**src/rtl/dahdsr_exp_envelope_defines.svh**
```systemverilog
// assertion macros for the dahdsr envelope rtl
// used by files that carry concurrent checks; needs clk and rst_n in scope
`ifndef DAHDSR_EXP_ENVELOPE_DEFINES_SVH
`define DAHDSR_EXP_ENVELOPE_DEFINES_SVH

// same-cycle implication, disabled during reset
`define DAE_ASSERT_NOW(label, ante, cons) \
  label: assert property (@(posedge clk) disable iff (!rst_n) (ante) |-> (cons)) \
    else $error("dahdsr envelope check failed");

// next-cycle implication, disabled during reset
`define DAE_ASSERT_NEXT(label, ante, cons) \
  label: assert property (@(posedge clk) disable iff (!rst_n) (ante) |=> (cons)) \
    else $error("dahdsr envelope check failed");

`endif

```
**src/rtl/dahdsr_pkg.sv**
```systemverilog
// shared types, constants and helpers for the dahdsr envelope
// no dependencies
package dahdsr_pkg;

  localparam int LEVEL_W  = 24;
  localparam int LEN_W    = 24;
  localparam int CNT_W    = 25;
  localparam int FACTOR_W = 32;
  localparam int PHASE_W  = 3;
  localparam int APB_DW   = 32;
  localparam int APB_AW   = 5;
  localparam int unsigned DELAY_SAMPLES_DEF = 0;

  localparam logic [LEVEL_W-1:0] ENV_ONE   = 24'd8388608;
  localparam logic [LEVEL_W-1:0] ENV_FLOOR = 24'd8389;

  // register map, word index
  typedef enum logic [2:0] {
    REG_ATTACK_SAMPLES  = 3'd0,
    REG_HOLD_SAMPLES    = 3'd1,
    REG_DECAY_SAMPLES   = 3'd2,
    REG_RELEASE_SAMPLES = 3'd3,
    REG_SUSTAIN_LEVEL   = 3'd4,
    REG_ATTACK_FACTOR   = 3'd5,
    REG_DECAY_FACTOR    = 3'd6,
    REG_RELEASE_FACTOR  = 3'd7
  } reg_idx_t;

  // envelope phase, one-hot
  typedef enum logic [6:0] {
    PH_IDLE    = 7'b0000001,
    PH_DELAY   = 7'b0000010,
    PH_ATTACK  = 7'b0000100,
    PH_HOLD    = 7'b0001000,
    PH_DECAY   = 7'b0010000,
    PH_SUSTAIN = 7'b0100000,
    PH_RELEASE = 7'b1000000
  } phase_t;

  // phase codes as seen on the result channel
  localparam logic [PHASE_W-1:0] PHC_IDLE    = 3'd0;
  localparam logic [PHASE_W-1:0] PHC_DELAY   = 3'd1;
  localparam logic [PHASE_W-1:0] PHC_ATTACK  = 3'd2;
  localparam logic [PHASE_W-1:0] PHC_HOLD    = 3'd3;
  localparam logic [PHASE_W-1:0] PHC_DECAY   = 3'd4;
  localparam logic [PHASE_W-1:0] PHC_SUSTAIN = 3'd5;
  localparam logic [PHASE_W-1:0] PHC_RELEASE = 3'd6;

  function automatic logic [PHASE_W-1:0] phase_code(input phase_t ph);
    logic [PHASE_W-1:0] c;
    case (ph)
      PH_DELAY:   c = PHC_DELAY;
      PH_ATTACK:  c = PHC_ATTACK;
      PH_HOLD:    c = PHC_HOLD;
      PH_DECAY:   c = PHC_DECAY;
      PH_SUSTAIN: c = PHC_SUSTAIN;
      PH_RELEASE: c = PHC_RELEASE;
      default:    c = PHC_IDLE;
    endcase
    return c;
  endfunction

endpackage

```
**src/rtl/dahdsr_in_if.sv**
```systemverilog
// input channel: one gate and trigger sample per item
// depends on nothing
interface dahdsr_in_if;
  logic valid;
  logic ready;
  logic gate_high;
  logic trigger_high;

  modport source (output valid, output gate_high, output trigger_high, input ready);
  modport sink   (input valid, input gate_high, input trigger_high, output ready);
endinterface

```
**src/rtl/dahdsr_out_if.sv**
```systemverilog
// result channel: envelope level and phase per item
// depends on dahdsr_pkg
interface dahdsr_out_if;
  import dahdsr_pkg::*;

  logic               valid;
  logic               ready;
  logic [LEVEL_W-1:0] env_out;
  logic [PHASE_W-1:0] phase_out;

  modport source (output valid, output env_out, output phase_out, input ready);
  modport sink   (input valid, input env_out, input phase_out, output ready);
endinterface

```
**src/rtl/dahdsr_scale.sv**
```systemverilog
// level times factor, round half up, saturate at full scale
// depends on dahdsr_pkg
module dahdsr_scale (
  input  logic [dahdsr_pkg::LEVEL_W-1:0]  level_i,
  input  logic [dahdsr_pkg::FACTOR_W-1:0] factor_i,
  output logic [dahdsr_pkg::LEVEL_W-1:0]  scaled_o
);
  import dahdsr_pkg::*;

  localparam int PROD_W = LEVEL_W + FACTOR_W;
  localparam int SHR_W  = PROD_W + 1 - 23;

  logic [PROD_W-1:0] prod;
  logic [PROD_W:0]   rnd;
  logic [SHR_W-1:0]  shr;

  assign prod = level_i * factor_i;
  assign rnd  = {1'b0, prod} + (PROD_W+1)'(1 << 22);
  assign shr  = rnd[PROD_W:23];

  assign scaled_o = (shr > SHR_W'(ENV_ONE)) ? ENV_ONE : shr[LEVEL_W-1:0];
endmodule

```
**src/rtl/dahdsr_exp_envelope.sv**
```systemverilog
// top level of the dahdsr envelope generator with exponential segments
// depends on dahdsr_pkg, dahdsr_in_if, dahdsr_out_if, dahdsr_scale and the defines header
//
// One item in, one item out: each gate/trigger sample yields one Q1.23 level and the phase
// reached after that sample. Items can be taken one per cycle unless the output stalls, and
// pass the input register, then the result register. While a result waits, the input
// register can still take one more item, after which the input stalls. The cycle time is
// set by the attack/decay/release multiply (24 x 32 bits) with its rounding and saturation.
// Registers sit on a 32-bit APB-style port at byte address 4*index and must only be written
// while the block is idle. DELAY_SAMPLES fixes the delay length at build time.
`include "dahdsr_exp_envelope_defines.svh"

module dahdsr_exp_envelope #(
  parameter int unsigned DELAY_SAMPLES = dahdsr_pkg::DELAY_SAMPLES_DEF
) (
  input  logic                          clk,
  input  logic                          rst_n,
  dahdsr_in_if.sink                     in_chan,
  dahdsr_out_if.source                  out_chan,
  input  logic                          psel,
  input  logic                          penable,
  input  logic                          pwrite,
  input  logic [dahdsr_pkg::APB_AW-1:0] paddr,
  input  logic [dahdsr_pkg::APB_DW-1:0] pwdata,
  output logic [dahdsr_pkg::APB_DW-1:0] prdata,
  output logic                          pready
);
  import dahdsr_pkg::*;

  // configuration registers
  logic [LEN_W-1:0]    attack_len_r, hold_len_r, decay_len_r, release_len_r;
  logic [LEVEL_W-1:0]  sustain_r, decay_fac_r, release_fac_r;
  logic [FACTOR_W-1:0] attack_fac_r;

  // envelope state
  phase_t             phase_r, phase_nxt;
  logic [CNT_W-1:0]   cnt_r, cnt_nxt;
  logic [LEVEL_W-1:0] lvl_r, lvl_nxt;
  logic               prev_gate_r, prev_trig_r;

  // input register
  logic s1_vld_r, s1_gate_r, s1_trig_r;

  // result register
  logic               out_vld_r;
  logic [LEVEL_W-1:0] out_env_r;
  logic [PHASE_W-1:0] out_phase_r;

  logic     advance, fire1, in_fire, cfg_wr;
  reg_idx_t cfg_idx;

  // combinational step
  logic               restart, falling;
  phase_t             ph_a, ph_b;
  logic [CNT_W-1:0]   cnt_b, cnt_inc;
  logic [LEVEL_W-1:0] lvl_b, sus, mul_lvl, scaled;
  logic [FACTOR_W-1:0] mul_fac;

  // ---------------------------------------------------------------------------
  // configuration port
  // ---------------------------------------------------------------------------
  assign pready  = 1'b1;
  assign cfg_idx = reg_idx_t'(paddr[APB_AW-1:2]);
  assign cfg_wr  = psel && penable && pwrite && pready;

  always_ff @(posedge clk) begin
    if (!rst_n) begin
      attack_len_r  <= '0;
      hold_len_r    <= '0;
      decay_len_r   <= '0;
      release_len_r <= '0;
      sustain_r     <= ENV_ONE;
      attack_fac_r  <= FACTOR_W'(ENV_ONE);
      decay_fac_r   <= ENV_ONE;
      release_fac_r <= ENV_ONE;
    end else if (cfg_wr) begin
      case (cfg_idx)
        REG_ATTACK_SAMPLES:  attack_len_r  <= pwdata[LEN_W-1:0];
        REG_HOLD_SAMPLES:    hold_len_r    <= pwdata[LEN_W-1:0];
        REG_DECAY_SAMPLES:   decay_len_r   <= pwdata[LEN_W-1:0];
        REG_RELEASE_SAMPLES: release_len_r <= pwdata[LEN_W-1:0];
        REG_SUSTAIN_LEVEL:   sustain_r     <= pwdata[LEVEL_W-1:0];
        REG_ATTACK_FACTOR:   attack_fac_r  <= pwdata[FACTOR_W-1:0];
        REG_DECAY_FACTOR:    decay_fac_r   <= pwdata[LEVEL_W-1:0];
        REG_RELEASE_FACTOR:  release_fac_r <= pwdata[LEVEL_W-1:0];
        default: ;
      endcase
    end
  end

  always_comb begin
    case (cfg_idx)
      REG_ATTACK_SAMPLES:  prdata = APB_DW'(attack_len_r);
      REG_HOLD_SAMPLES:    prdata = APB_DW'(hold_len_r);
      REG_DECAY_SAMPLES:   prdata = APB_DW'(decay_len_r);
      REG_RELEASE_SAMPLES: prdata = APB_DW'(release_len_r);
      REG_SUSTAIN_LEVEL:   prdata = APB_DW'(sustain_r);
      REG_ATTACK_FACTOR:   prdata = APB_DW'(attack_fac_r);
      REG_DECAY_FACTOR:    prdata = APB_DW'(decay_fac_r);
      REG_RELEASE_FACTOR:  prdata = APB_DW'(release_fac_r);
      default:             prdata = '0;
    endcase
  end

  // ---------------------------------------------------------------------------
  // handshake: input register feeds the result register, which stalls only
  // when it holds a result that has not been taken
  // ---------------------------------------------------------------------------
  assign advance       = !out_vld_r || out_chan.ready;
  assign fire1         = s1_vld_r && advance;
  assign in_chan.ready = !s1_vld_r || advance;
  assign in_fire       = in_chan.valid && in_chan.ready;

  always_ff @(posedge clk) begin
    if (!rst_n) begin
      s1_vld_r <= 1'b0;
    end else if (in_chan.ready) begin
      s1_vld_r <= in_chan.valid;
    end
  end

  always_ff @(posedge clk) begin
    if (in_fire) begin
      s1_gate_r <= in_chan.gate_high;
      s1_trig_r <= in_chan.trigger_high;
    end
  end

  // ---------------------------------------------------------------------------
  // phase sequencing helpers: the phase that follows a finished segment,
  // skipping segments of zero length
  // ---------------------------------------------------------------------------
  function automatic phase_t after_decay(input logic gat, input logic rel_nz);
    phase_t p;
    if (gat) p = PH_SUSTAIN;
    else if (rel_nz) p = PH_RELEASE;
    else p = PH_IDLE;
    return p;
  endfunction

  function automatic phase_t after_hold(input logic gat, input logic dec_nz,
                                        input logic rel_nz);
    return dec_nz ? PH_DECAY : after_decay(gat, rel_nz);
  endfunction

  function automatic phase_t after_attack(input logic gat, input logic hld_nz,
                                          input logic dec_nz, input logic rel_nz);
    return hld_nz ? PH_HOLD : after_hold(gat, dec_nz, rel_nz);
  endfunction

  // sustain clamped into [floor, full scale]
  always_comb begin
    if (sustain_r < ENV_FLOOR) sus = ENV_FLOOR;
    else if (sustain_r > ENV_ONE) sus = ENV_ONE;
    else sus = sustain_r;
  end

  // edge handling: a rising edge restarts, then a falling gate takes over
  assign restart = (s1_trig_r && !prev_trig_r) || (s1_gate_r && !prev_gate_r);

  always_comb begin
    ph_a  = phase_r;
    cnt_b = cnt_r;
    lvl_b = lvl_r;
    if (restart) begin
      cnt_b = '0;
      if (DELAY_SAMPLES != 0) begin
        ph_a = PH_DELAY;
      end else if (attack_len_r != '0) begin
        ph_a = PH_ATTACK;
      end else begin
        ph_a  = after_attack(s1_gate_r, hold_len_r != '0, decay_len_r != '0,
                             release_len_r != '0);
        lvl_b = ENV_ONE;
      end
    end
  end

  assign falling = (ph_a != PH_IDLE) && (ph_a != PH_RELEASE) && prev_gate_r && !s1_gate_r;

  always_comb begin
    ph_b = ph_a;
    if (falling) begin
      ph_b = (release_len_r != '0) ? PH_RELEASE : PH_IDLE;
    end
  end

  // counter runs from the restarted or overridden value
  assign cnt_inc = (restart || falling) ? CNT_W'(1) : cnt_b + CNT_W'(1);

  // one shared multiplier; operands picked by the active segment
  always_comb begin
    case (ph_b)
      PH_ATTACK: begin
        mul_lvl = (lvl_b < ENV_FLOOR) ? ENV_FLOOR : lvl_b;
        mul_fac = attack_fac_r;
      end
      PH_DECAY: begin
        mul_lvl = lvl_b;
        mul_fac = FACTOR_W'(decay_fac_r);
      end
      default: begin
        mul_lvl = lvl_b;
        mul_fac = FACTOR_W'(release_fac_r);
      end
    endcase
  end

  dahdsr_scale u_scale (
    .level_i  (mul_lvl),
    .factor_i (mul_fac),
    .scaled_o (scaled)
  );

  // per-segment update
  always_comb begin
    phase_nxt = ph_b;
    cnt_nxt   = cnt_inc;
    lvl_nxt   = lvl_b;
    case (ph_b)
      PH_DELAY: begin
        if (cnt_inc > CNT_W'(DELAY_SAMPLES)) begin
          cnt_nxt = '0;
          if (attack_len_r != '0) begin
            phase_nxt = PH_ATTACK;
          end else begin
            phase_nxt = after_attack(s1_gate_r, hold_len_r != '0, decay_len_r != '0,
                                     release_len_r != '0);
            lvl_nxt   = ENV_ONE;
          end
        end
      end
      PH_ATTACK: begin
        if (cnt_inc > CNT_W'(attack_len_r)) begin
          phase_nxt = after_attack(s1_gate_r, hold_len_r != '0, decay_len_r != '0,
                                   release_len_r != '0);
          lvl_nxt   = ENV_ONE;
          cnt_nxt   = '0;
        end else begin
          lvl_nxt = scaled;
        end
      end
      PH_HOLD: begin
        if (cnt_inc > CNT_W'(hold_len_r)) begin
          phase_nxt = after_hold(s1_gate_r, decay_len_r != '0, release_len_r != '0);
          cnt_nxt   = '0;
        end
      end
      PH_DECAY: begin
        if (cnt_inc > CNT_W'(decay_len_r)) begin
          phase_nxt = after_decay(s1_gate_r, release_len_r != '0);
          lvl_nxt   = sus;
          cnt_nxt   = '0;
        end else begin
          lvl_nxt = scaled;
        end
      end
      PH_SUSTAIN: begin
        // counter is left alone while sustaining
        cnt_nxt = cnt_b;
        if (falling) cnt_nxt = '0;
        lvl_nxt = sus;
      end
      PH_RELEASE: begin
        if (cnt_inc > CNT_W'(release_len_r)) begin
          phase_nxt = PH_IDLE;
          lvl_nxt   = '0;
          cnt_nxt   = '0;
        end else begin
          lvl_nxt = scaled;
        end
      end
      default: begin
        // idle: counter keeps its restarted or overridden value
        phase_nxt = PH_IDLE;
        cnt_nxt   = (restart || falling) ? '0 : cnt_r;
        lvl_nxt   = '0;
      end
    endcase
  end

  // ---------------------------------------------------------------------------
  // state and result registers, updated once per item
  // ---------------------------------------------------------------------------
  always_ff @(posedge clk) begin
    if (!rst_n) begin
      phase_r     <= PH_IDLE;
      cnt_r       <= '0;
      lvl_r       <= '0;
      prev_gate_r <= 1'b0;
      prev_trig_r <= 1'b0;
    end else if (fire1) begin
      phase_r     <= phase_nxt;
      cnt_r       <= cnt_nxt;
      lvl_r       <= lvl_nxt;
      prev_gate_r <= s1_gate_r;
      prev_trig_r <= s1_trig_r;
    end
  end

  always_ff @(posedge clk) begin
    if (!rst_n) begin
      out_vld_r <= 1'b0;
    end else if (advance) begin
      out_vld_r <= s1_vld_r;
    end
  end

  always_ff @(posedge clk) begin
    if (fire1) begin
      out_env_r   <= lvl_nxt;
      out_phase_r <= phase_code(phase_nxt);
    end
  end

  assign out_chan.valid     = out_vld_r;
  assign out_chan.env_out   = out_env_r;
  assign out_chan.phase_out = out_phase_r;

  // ---------------------------------------------------------------------------
  // checks
  // ---------------------------------------------------------------------------
  // a waiting result stays put until it is taken
  `DAE_ASSERT_NEXT(a_out_hold, !advance, $stable({out_vld_r, out_env_r, out_phase_r}))
  // the level never rises above full scale
  `DAE_ASSERT_NOW(a_level_cap, fire1, lvl_nxt <= ENV_ONE)
  // a segment counter cannot run past the longest length plus one
  `DAE_ASSERT_NOW(a_cnt_bound, 1'b1, cnt_r <= CNT_W'(1 << LEN_W))
  // a held input item is not overwritten while the result side is stalled
  `DAE_ASSERT_NEXT(a_s1_hold, s1_vld_r && !advance, s1_vld_r)

endmodule

```
**src/flat_wrapper.sv**
```systemverilog
// flat-port wrapper written by rule: the top's interface ports become plain ports
module dahdsr_exp_envelope_flat import dahdsr_pkg::*;
#(
  parameter int unsigned DELAY_SAMPLES = dahdsr_pkg::DELAY_SAMPLES_DEF
)
  (clk, rst_n, psel, penable, pwrite, paddr, pwdata, prdata, pready, in_chan_valid, in_chan_gate_high, in_chan_trigger_high, in_chan_ready, out_chan_valid, out_chan_env_out, out_chan_phase_out, out_chan_ready);
  dahdsr_in_if in_chan_i ();
  dahdsr_out_if out_chan_i ();
  input  logic clk;
  input  logic rst_n;
  input  logic psel;
  input  logic penable;
  input  logic pwrite;
  input  logic [dahdsr_pkg::APB_AW-1:0] paddr;
  input  logic [dahdsr_pkg::APB_DW-1:0] pwdata;
  output logic [dahdsr_pkg::APB_DW-1:0] prdata;
  output logic pready;
  input wire logic [$bits(in_chan_i.valid)-1:0] in_chan_valid;
  input wire logic [$bits(in_chan_i.gate_high)-1:0] in_chan_gate_high;
  input wire logic [$bits(in_chan_i.trigger_high)-1:0] in_chan_trigger_high;
  output wire logic [$bits(in_chan_i.ready)-1:0] in_chan_ready;
  output wire logic [$bits(out_chan_i.valid)-1:0] out_chan_valid;
  output wire logic [$bits(out_chan_i.env_out)-1:0] out_chan_env_out;
  output wire logic [$bits(out_chan_i.phase_out)-1:0] out_chan_phase_out;
  input wire logic [$bits(out_chan_i.ready)-1:0] out_chan_ready;
  assign in_chan_i.valid = in_chan_valid;
  assign in_chan_i.gate_high = in_chan_gate_high;
  assign in_chan_i.trigger_high = in_chan_trigger_high;
  assign in_chan_ready = in_chan_i.ready;
  assign out_chan_valid = out_chan_i.valid;
  assign out_chan_env_out = out_chan_i.env_out;
  assign out_chan_phase_out = out_chan_i.phase_out;
  assign out_chan_i.ready = out_chan_ready;
  dahdsr_exp_envelope #(.DELAY_SAMPLES(DELAY_SAMPLES)) u_core (.clk(clk), .rst_n(rst_n), .in_chan(in_chan_i), .out_chan(out_chan_i), .psel(psel), .penable(penable), .pwrite(pwrite), .paddr(paddr), .pwdata(pwdata), .prdata(prdata), .pready(pready));
endmodule
```
**config.mk**
```make
export PLATFORM = sky130hd
export DESIGN_NAME = dahdsr_exp_envelope_flat
export DESIGN_NICKNAME = d
export VERILOG_FILES = /design/src/rtl/dahdsr_pkg.sv /design/src/rtl/dahdsr_in_if.sv /design/src/rtl/dahdsr_out_if.sv /design/src/rtl/dahdsr_scale.sv /design/src/rtl/dahdsr_exp_envelope.sv /design/src/flat_wrapper.sv
export VERILOG_INCLUDE_DIRS = /design/src /design/src/rtl
export SDC_FILE = /design/constraint.sdc
export NUM_CORES = 2
export LEC_CHECK = 0
export ABC_CLOCK_PERIOD_IN_PS = 21600
export BUFFER_PORTS_ARGS = -buffer_cell sky130_fd_sc_hd__buf_2
export CAP_MARGIN = 10
export CELL_PAD_IN_SITES_DETAIL_PLACEMENT = 0
export CELL_PAD_IN_SITES_GLOBAL_PLACEMENT = 1
export CORE_MARGIN = 2
export CORE_UTILIZATION = 54
export CTS_CLUSTER_SIZE = 28
export DETAILED_ROUTE_END_ITERATION = 10
export MAX_ROUTING_LAYER = met4
export PLACE_DENSITY = 0.87
export SKIP_CTS_REPAIR_TIMING = 1
export SLEW_MARGIN = 20
export SYNTH_ARGS = -nofsm -noshare
export SYNTH_HDL_FRONTEND = slang
export SYNTH_SLANG_ARGS = --single-unit
```
**constraint.sdc**
```tcl
create_clock -name clk -period 21.6 [get_ports clk]
set_clock_uncertainty 0.1 [all_clocks]
set_input_delay 4.32 -clock clk [delete_from_list [all_inputs] [get_ports clk]]
set_output_delay 4.32 -clock clk [all_outputs]
set_load 0.02 [all_outputs]
```
==> impl_metrics.csv <==
group,metric,value,unit
run_status,status,"complete, no violations",
final_layout,ff_latch_area,6080,sq um
synthesis,synth_compound_area_share,13.0,%
die,fp-row-count,103,
die,die_w,285,um
timing,final_hold_viol_count,0,
cts,htreeDepth,1,
power_and_ir_drop,clkPwrFrac,38.4,%
synthesis,yosys.area_share.xor_xnor,0.882,%
power_and_ir_drop,p_comb_share,21.9,%
die,core,78600,sq um
timing,setup_viol,0,
route,drt_pre_antenna_iters,6,
final_layout,area_delta_synth_final,6.33,%
synthesis,yosysUniqueCellTypes,96,
worst_setup_path,path_class,"reg2reg",
cts,clk_root_buffer_cell,"clkbuf_16",
synthesis,yosysWarnings,0,
synthesis,syn_nets,6352,
power_and_ir_drop,p_leak,20.0,nW
route,ant_nets,0,
run,drv_cap,0,
final_layout,top_regs,"u_core.attack_fac_r: 32 flops, u_core.cnt_r: 25 flops",
power_and_ir_drop,p_sw_share,35.4,%
final_layout,largest_reg_flops,32,
final_layout,multi_input_area,32500,sq um
global_routing,antenna_found_initial,9,
worst_setup_path,cp_slowest_cell,"a221o_1",
timing,tns,0,ns
place,port_buffers,104,
route,wl_per_cell,25.3,um
global_routing,grt_pass1_vias,38000,
timing,max_freq,69.6,MHz
die,ioPinCount,108,
final_layout,largest-register,"u_core.attack_fac_r",
synthesis,synthAdderAreaFrac,39.9,%
global_routing,grt_pass1_wl,241000,um
global_routing,grt_usage,40.9,%
timing,period_minus_slack,14.36,ns
cts,clock_latency,0.62,ns
synthesis,synth_edf_count,29,
timing,tightest_slew,1.26,ns
timing,maxSlewHeadroom,15.3,%
route,vias,38600,
worst_setup_path,end_kind,"register",
cts,cts_inserted_buffers,31,
timing,setup_ws,7.24,ns
worst_setup_path,arrival,14.62,ns
final_layout,nNetsFinal,6269,
synthesis,synth-seq-area-share,14.2,%
synthesis,synthArstFlopShare,0,%
global_routing,grt_max_degree,92,
power_and_ir_drop,ir_drop,0.0632,mV
route,drt-initial-drc-count,4283,
route,remaining_drc_errors,0,
place,place_ws,7.70,ns
synthesis,synth_mux_area_share,1.60,%
worst_setup_path,worstPathMaxFanout,39,
synthesis,synth.avg_cell_area,8.00,sq um
cts,clk_pin_slew,0.07,ns
cts,cts_sinks,289,
power_and_ir_drop,p_per_area,31.2,nW/um^2
synthesis,syn_area,42700,sq um
synthesis,ys_ff_latch,289,
synthesis,synth_top_flop_cell,"dfxtp_1",
worst_setup_path,cp_common_cell,"fa_1",
place,hpwl,127000,um
timing,slew_viol_final,0,
worst_setup_path,worst_path_largest_cell_delay,0.99,ns
final_layout,final_common_cell,"nand2_1",
final_layout,final_cell_mix,"nand2_1, inv_1, fa_1, nor2_1, a21oi_1",
die,initial_core_util,54.3,%
timing,post-route-period-util,66.5,%
worst_setup_path,start_kind,"register",
hold_path,hp-class,"reg2reg",
global_routing,grt.overflow.total,0,
place,gp_congestion,1.09,
final_layout,drive_gt1_share,7.10,%
cts,clk_path_buf_depth,3,
power_and_ir_drop,power.switching,0.501,mW
power_and_ir_drop,power,1.42,mW
synthesis,synth_simple_gate_area_share,19.9,%
route,drt_wl_total,160000,um
synthesis,synth_top_family_by_area,"adder cells",
final_layout,fill_cells,7405,
power_and_ir_drop,p_seq_share,39.7,%
power_and_ir_drop,p_int,0.916,mW
die,die_area,81400,sq um
cts,cts_tree,"done",
timing,rsz0062_at_grt,"false",
die,fp.dieH,285,um
worst_setup_path,crit_required,21.87,ns
synthesis,syn-instance-count,5340,
route,viasPerCell,6.09,
-- final timing paths --
kind | start | endpoint | slack (ns) | cells after the start
setup / recovery | u_core.hold_len_r[14] | u_core.out_chan.env_out[7] | 7.24 | 33
setup reg to reg | u_core.hold_len_r[14] | u_core.out_chan.env_out[7] | 7.24 | 33
hold reg to reg | u_core.attack_fac_r[3] | u_core.attack_fac_r[3] | 0.37 | 2
hold / removal | u_core.attack_fac_r[3] | u_core.attack_fac_r[3] | 0.37 | 2
-- layout make-up --
cell class,count,share of cell area [%]
clock buffer,35,1.79
inverter,855,7.08
timing repair buffer,204,2.82
sequential,289,13.4
antenna,8,0.0441
multi-input combinational,3876,71.6
clock inverter,23,0.413
tap,1050,2.89
-- critical path: cells and delay by family, from the launching register on --
kind | cells | cell delay [ns]
AO/OA/AOI/OAI | 7 | 3.60
flip-flops | 1 | 0.37
buffers and inverters | 5 | 0.99
AND/OR/NAND/NOR | 13 | 4.71
adder cells (fa/ha/maj) | 8 | 4.22
-- power by group through the flow --
stage               Combinational [mW]  Clock [mW]  Sequential (mW)
floorplan                        0.178           0            0.573
global placement                 0.297           0            0.574
detailed placement               0.298           0            0.574
CTS                              0.300       0.546            0.562
global route                     0.325       0.567            0.563
finish                           0.310       0.544            0.563
-- cell usage after synthesis, drive strengths merged (24+ instances only) --
cell type / instances / area, sq um
ha: 307 / 3840
fa: 659 / 13200
nor4: 51 / 325
clkbuf: 276 / 1040
nor3: 62 / 337
a22oi: 33 / 248
nor2: 519 / 1960
a21o: 57 / 428
a221oi: 40 / 350
nand3: 64 / 320
a21oi: 355 / 1780
a31oi: 41 / 257
nor2b: 25 / 156
inv: 854 / 3210
xnor2: 25 / 219
nand2: 973 / 3650
nand2b: 25 / 156
and2: 75 / 469
nand4: 62 / 394
a221o: 25 / 250
edfxtp: 29 / 871
dfxtp: 260 / 5200
o21a: 32 / 240
buf: 44 / 260
o21ai: 126 / 631
o21bai: 24 / 180
-- metrics by stage --
step	hold WS (ns)	cells	cell area, sq um	utilization (%)
floorplan	0.342	5340	42700	-
global placement	0.351	6273	44300	56.4
detailed placement	0.356	6274	44400	56.4
CTS	0.365	6332	45400	57.7
global route	0.383	6339	45400	57.8
finish	0.365	6340	45400	57.8
-- logic make-up (layout without fill, tap and decap cells) --
group / after synthesis / after routing
compound gates: 870 / 870
simple gates: 1952 / 1952
other cells: 1 / 9
buf+inv: 1175 / 1117
flops: 289 / 289
xor+xnor: 43 / 43
fa+ha+maj: 966 / 966
mux: 44 / 44
-- per-layer routing --
layer	part of all wire [%]	global-route usage (%)	vias to the layer above	wire length (um)
met2	43	59.7	2100	69100
met5	0	-	-	0
met1	40	54.5	19200	64300
li1	-	-	16900	-
met3	11	8.39	415	17700
met4	5.8	19.0	0	9250
(Power assumes the default switching activity.)
